==> config.mk <==
export PLATFORM = sky130hd
export DESIGN_NAME = fcsb_merge
export DESIGN_NICKNAME = d
export VERILOG_FILES = /design/src/sv/fcsb_pkg.sv /design/src/sv/fcsb_merge.sv
export VERILOG_INCLUDE_DIRS = /design/src /design/src/sv
export SDC_FILE = /design/constraint.sdc
export NUM_CORES = 1
export LEC_CHECK = 0
export BUFFER_PORTS_ARGS = -buffer_cell sky130_fd_sc_hd__buf_2
export CAP_MARGIN = 20
export CORE_AREA = 3 3 40 42
export DETAILED_ROUTE_END_ITERATION = 7
export DIE_AREA = 0 0 43 45
export GPL_ROUTABILITY_DRIVEN = 0
export GPL_TIMING_DRIVEN = 0
export PLACE_DENSITY = 0.54
export REMOVE_ABC_BUFFERS = 1
export SKIP_CTS_REPAIR_TIMING = 1
export SYNTH_ARGS = -nofsm -noshare
export SYNTH_HDL_FRONTEND = slang
export SYNTH_SLANG_ARGS = --single-unit
==> constraint.sdc <==
create_clock -name clock -period 1 [get_ports clock]
set_input_delay 0.1 -clock clock [delete_from_list [all_inputs] [get_ports clock]]
set_output_delay 0.1 -clock clock [all_outputs]
set_load 0.01 [all_outputs]
==> src/sv/frustum_cull_sphere_box_defines.svh <==
// assertion macros shared by the frustum cull block
`ifndef FRUSTUM_CULL_SPHERE_BOX_DEFINES_SVH
`define FRUSTUM_CULL_SPHERE_BOX_DEFINES_SVH
`ifndef SYNTHESIS
`define FCSB_ASSERT_IMP(label, clk, rst, ante, cons) \
   label: assert property (@(posedge clk) disable iff (rst) (ante) |-> (cons)) \
      else $error("fcsb assertion failed");
`define FCSB_ASSERT_NXT(label, clk, rst, ante, cons) \
   label: assert property (@(posedge clk) disable iff (rst) (ante) |=> (cons)) \
      else $error("fcsb assertion failed");
`else
`define FCSB_ASSERT_IMP(label, clk, rst, ante, cons)
`define FCSB_ASSERT_NXT(label, clk, rst, ante, cons)
`endif
`endif

==> src/sv/fcsb_pkg.sv <==
package fcsb_pkg;

   localparam int NUM_PLANES  = 6;
   localparam int NUM_AXES    = 3;
   localparam int COORD_W     = 22;
   localparam int COEF_W      = 14;
   localparam int RAD_W       = 21;
   localparam int FRAC_SHIFT  = 12;
   localparam int PROD_W      = COORD_W + COEF_W;
   localparam int DIST_W      = 41;
   localparam int CSR_INDEX_W = 3;
   localparam int CSR_DATA_W  = 64;

   typedef logic signed [COORD_W-1:0] coord_type;
   typedef logic signed [COEF_W-1:0]  coef_type;
   typedef logic signed [PROD_W-1:0]  prod_type;
   typedef logic signed [DIST_W-1:0]  dist_type;

   // matches the register packing, d in the top bits
   typedef struct packed {
      coord_type d;
      coef_type  c;
      coef_type  b;
      coef_type  a;
   } plane_type;

   typedef enum logic [1:0] {
      VERDICT_IN    = 2'd0,
      VERDICT_ISECT = 2'd1,
      VERDICT_OUT   = 2'd2
   } verdict_type;

   typedef enum logic {
      FUNC_SPHERE = 1'b0,
      FUNC_BOX    = 1'b1
   } func_type;

   typedef enum logic [CSR_INDEX_W-1:0] {
      CSR_PLANE_LEFT   = 3'd0,
      CSR_PLANE_RIGHT  = 3'd1,
      CSR_PLANE_TOP    = 3'd2,
      CSR_PLANE_BOTTOM = 3'd3,
      CSR_PLANE_NEAR   = 3'd4,
      CSR_PLANE_FAR    = 3'd5
   } csr_index_type;

   typedef struct packed {
      logic sph_out;
      logic sph_isec;
      logic box_allneg;
      logic box_anyneg;
   } lane_flags_type;

endpackage

==> src/sv/fcsb_merge.sv <==
`include "frustum_cull_sphere_box_defines.svh"

module fcsb_merge import fcsb_pkg::*; (
   input  logic           clock,
   input  logic           reset,
   input  logic           valid,
   input  func_type       func,
   input  lane_flags_type flags [NUM_PLANES],
   output logic           rsp_valid,
   output verdict_type    verdict
);

   verdict_type sph_verdict;
   verdict_type verdict_ff, verdict_in;
   logic        strobe_ff, strobe_in;
   logic        any_allneg, any_anyneg, any_sph;

   // first plane in list order that decides wins
   always_comb begin
      sph_verdict = VERDICT_IN;
      any_allneg  = 1'b0;
      any_anyneg  = 1'b0;
      any_sph     = 1'b0;
      for (int p = NUM_PLANES - 1; p >= 0; p--) begin
         if (flags[p].sph_out) begin
            sph_verdict = VERDICT_OUT;
         end else if (flags[p].sph_isec) begin
            sph_verdict = VERDICT_ISECT;
         end
         any_allneg = any_allneg | flags[p].box_allneg;
         any_anyneg = any_anyneg | flags[p].box_anyneg;
         any_sph    = any_sph | flags[p].sph_out | flags[p].sph_isec;
      end
   end

   always_comb begin
      priority if (func == FUNC_SPHERE) begin
         verdict_in = sph_verdict;
      end else if (any_allneg) begin
         verdict_in = VERDICT_OUT;
      end else if (any_anyneg) begin
         verdict_in = VERDICT_ISECT;
      end else begin
         verdict_in = VERDICT_IN;
      end
   end

   assign strobe_in = valid;

   always_ff @(posedge clock) begin
      if (reset) begin
         strobe_ff <= 1'b0;
      end else begin
         strobe_ff <= strobe_in;
      end
   end

   always_ff @(posedge clock) begin
      verdict_ff <= verdict_in;
   end

   assign rsp_valid = strobe_ff;
   assign verdict   = verdict_ff;

   `FCSB_ASSERT_NXT(a_box_out, clock, reset, valid && func == FUNC_BOX && any_allneg, rsp_valid && verdict == VERDICT_OUT)
   `FCSB_ASSERT_NXT(a_sph_in, clock, reset, valid && func == FUNC_SPHERE && !any_sph, rsp_valid && verdict == VERDICT_IN)

endmodule
# After elaboration in Yosys (flattened, before gate mapping)
# Cells that the tools add are included.
# op_classes
muxes	15
n_bitwise	10
# ops
operator	n
2-bit 2-to-1 mux	13
1-bit OR	10
1-bit 2-to-1 mux	2
# totals
wordCells	27
output_inout_bits	3
reg_bits	3

# Logic depth before layout (Yosys ltp)
# depth
depth_word	13
ltp_mapped	4
mapped_depth_nobuf	4

# Least setup slack after synthesis
# Ideal clock, no wire load.
# synth_timing
path_kind	input to register
start	input flags[13] (netlist bit)
end	register verdict_ff[0] (netlist: verdict[0])
cell_stages	3
setup_time_ns	0.059
t_required_ns	0.941
slack_ns	0.023
t_arrival_ns	0.918
path_buffers	0
cell_sequence	or4b_4 nor4_4 a22o_1
# synth_between
elab_chain_len	5
# synth_rtl
item	line_no	text
start: declaration	fcsb_merge.sv:8	input lane_flags_type flags [NUM_PLANES],
1-bit OR (3 in series)	fcsb_merge.sv:30	any_allneg = any_allneg | flags[p].box_allneg;
2-bit 2-to-1 mux	fcsb_merge.sv:39	end else if (any_allneg) begin
2-bit 2-to-1 mux	fcsb_merge.sv:37	priority if (func == FUNC_SPHERE) begin
via verdict_in[0]	fcsb_merge.sv:14	verdict_type verdict_ff, verdict_in;
end signal: assignment	fcsb_merge.sv:59	verdict_ff <= verdict_in;
end: declaration	fcsb_merge.sv:14	
# The timed path passes the listed nets, and every way through them passes these cells.
# A chain may end at the register's enable or synchronous reset.

# Worst setup path in the final report
# Same ends and word-level chain as after synthesis.

==> flow_metrics.py <==
metrics = {
    "run_status": {
        "outcome": "finished clean",
    },
    "logic_synthesis": {
        "syn-cell-area_um2": 191.4,
        "yosysUniqueCellTypes": 12,
        "synth-simple-area-share_pct": 52.29,
        "synth_mux_area_share_pct": 0,
        "synth_area_leaders": "dfxtp_1 (31%), nor2_1 (12%), nor4_4 (11%), or4b_4 (7.2%), nor2b_1 (6.5%)",
        "synth_commonest_cells": "nor2_1 (6), dfxtp_1 (3), nand2_1 (3)",
        "synth_ff_type": "dfxtp_1",
        "ys_async_sr_fraction_pct": 0,
        "yosysMostFrequentCell": "nor2_1",
        "synth_edf_count": 0,
        "synth_top_family_by_area": "simple AND/OR/NAND/NOR gates",
        "synth_compound_area_share_pct": 14.38,
        "synth_seq_cells": 3,
        "synth_top_area_share_pct": 31.37,
        "synth_cells": 24,
        "yosys_warnings": 0,
        "yosys.area.top_type": "dfxtp_1",
        "seq_area_frac_synth_pct": 31.37,
        "avgSynthCellArea_um2": 7.976,
        "synth-xor-area-share_pct": 0,
        "synthAdderAreaFrac_pct": 0,
    },
    "route": {
        "drtPass1Iterations": 2,
        "vias": 294,
        "antenna_left": 0,
        "drt-initial-drc-count": 2,
        "vias_per_cell": 4.027,
        "wirelength_um": 632,
        "drc": 0,
        "wl_per_cell_um": 8.658,
    },
    "die": {
        "fp.dieW_um": 43,
        "die-area_um2": 1935,
        "fp.dieH_um": 45,
        "start_util_pct": 14.90,
        "rows": 13,
        "core_um2": 1285,
        "pin_count": 31,
    },
    "power": {
        "peakVddDrop_mv": 0.1869,
        "p_leak_nw": 0.1978,
        "finalPower_w": 0.0004306,
        "powerDensity_nw_per_um2": 1114,
    },
    "place": {
        "place_hpwl_um": 598.3,
        "dp.cells": 69,
        "io_buffer_count": 30,
        "dp_worst_setup_slack_ns": -0.1174,
    },
    "layout": {
        "antenna_cells": 0,
        "area_delta_synth_final_pct": 102.0,
        "nNetsFinal": 87,
        "utilization_pct": 30.09,
        "drive_above_1_share_pct": 60.34,
        "fin_cells": 73,
    },
    "clock_network": {
        "clk_path_buf_depth": 2,
        "cts_inserted_buffers": 3,
        "clkSlewWorstSetupHoldPaths_ns": 0.04,
        "cts_sinks": 3,
        "tritoncts": "built",
        "htree_levels": 1,
        "cts-root-buf": "clkbuf_4",
    },
    "timing": {
        "timing.setup.tns_ns": 0,
        "finalCriticalPeriod_ns": 0.8762,
        "fmax_ghz": 1.141,
        "rsz0062_at_grt": "false",
        "worst_slack_ns": 0.1238,
        "final-hold-violation-count": 0,
        "slew_violations": 0,
        "slew_headroom_pct": 83.38,
        "min_period_over_period_pct": 87.62,
        "setup_viol": 0,
        "tightestPinTransition_ns": 0.2467,
    },
    "global_routing": {
        "grt_max_degree": 3,
        "grt_pass1_vias": 292,
        "antenna_found_initial": 0,
        "grt-ovfl-total": 0,
        "grt_usage_pct": 7.315,
        "grt_pass1_wl_um": 1028,
    },
    "worst_setup_path": {
        "cp-start-kind": "primary input",
        "cp.required_ns": 1.17,
        "worstSetupEndpointType": "flop",
        "worstPathArrival_ns": 1.05,
        "path_class": "primary input to flop",
        "worstPathMaxFanout": 2,
    },
    "min_path": {
        "hold_path_class": "primary input to flop",
    },
    "job": {
        "cap_violations": 0,
    },
}
[layer usage]
layer,wire length [µm],vias up,GRT usage [%]
li1,-,154,-
met1,241,118,8.153
met2,294,20,11.08
met3,89,2,1.992
met4,7,0,7.229
met5,0,-,0
[power breakdown]
part / switching (W) / leakage (nW) / internal [W]
sequential: 0.00000153 / 0.0249 / 0.000128
clock: 0.0000584 / 0.0150 / 0.000149
combinational: 0.0000363 / 0.158 / 0.0000568
[cell type report]
type	instances	area, µm²
clock buffer	4	26.28
inverter	1	3.754
sequential	3	60.06
timing repair buffer	30	150.1
fill	156	898.4
tap	15	18.77
multi-input combinational	20	127.6
[metrics by stage]
| step | cell area, µm² | hold slack, ns |
|---|---|---|
| after global placement | 360.3 | 0.2593 |
| after floorplan | 191.4 | 0.1716 |
| final | 386.6 | 0.02544 |
| after detailed placement | 360.3 | 0.2644 |
| after CTS | 386.6 | 0.01877 |
| after global routing | 386.6 | 0.02498 |
[path summary, 6_finish.rpt]
kind       from          to  slack (ns)  cells past startpoint
min       reset   rsp_valid        0.03                      2
max   flags[13]  verdict[0]        0.12                      4
[layout by cell type (no fill, tap or decap)]
| master | netlist | routed |
|---|---|---|
| a221oi_1 | 1 | 1 |
| clkbuf_1 | 0 | 1 |
| nand2b_1 | 1 | 1 |
| dfxtp_1 | 3 | 3 |
| nor4_4 | 1 | 1 |
| nor2_1 | 6 | 6 |
| a22o_1 | 1 | 1 |
| inv_1 | 1 | 1 |
| nand2_1 | 3 | 3 |
| clkbuf_4 | 0 | 3 |
| nor4_1 | 2 | 2 |
| or4b_4 | 1 | 1 |
| o21ai_0 | 2 | 2 |
| buf_2 | 0 | 30 |
| nor2b_1 | 2 | 2 |
[kinds of logic (layout without fill, tap and decap cells)]
kind of cell / count (synthesis) / after routing
buffers and inverters: 1 / 35
AND/OR/NAND/NOR: 16 / 16
flip-flops: 3 / 3
AO/OA/AOI/OAI: 4 / 4
[registers in the layout (all words and copies together) (netlist names)]
signal     flops
rsp_valid      1
verdict        2
[worst max-delay path: stages]
cell,delay (ns)
buf_2,0.10
or4b_4,0.54
nor4_4,0.17
a22o_1,0.15
No activity file was read; power rests on OpenSTA's default activity.
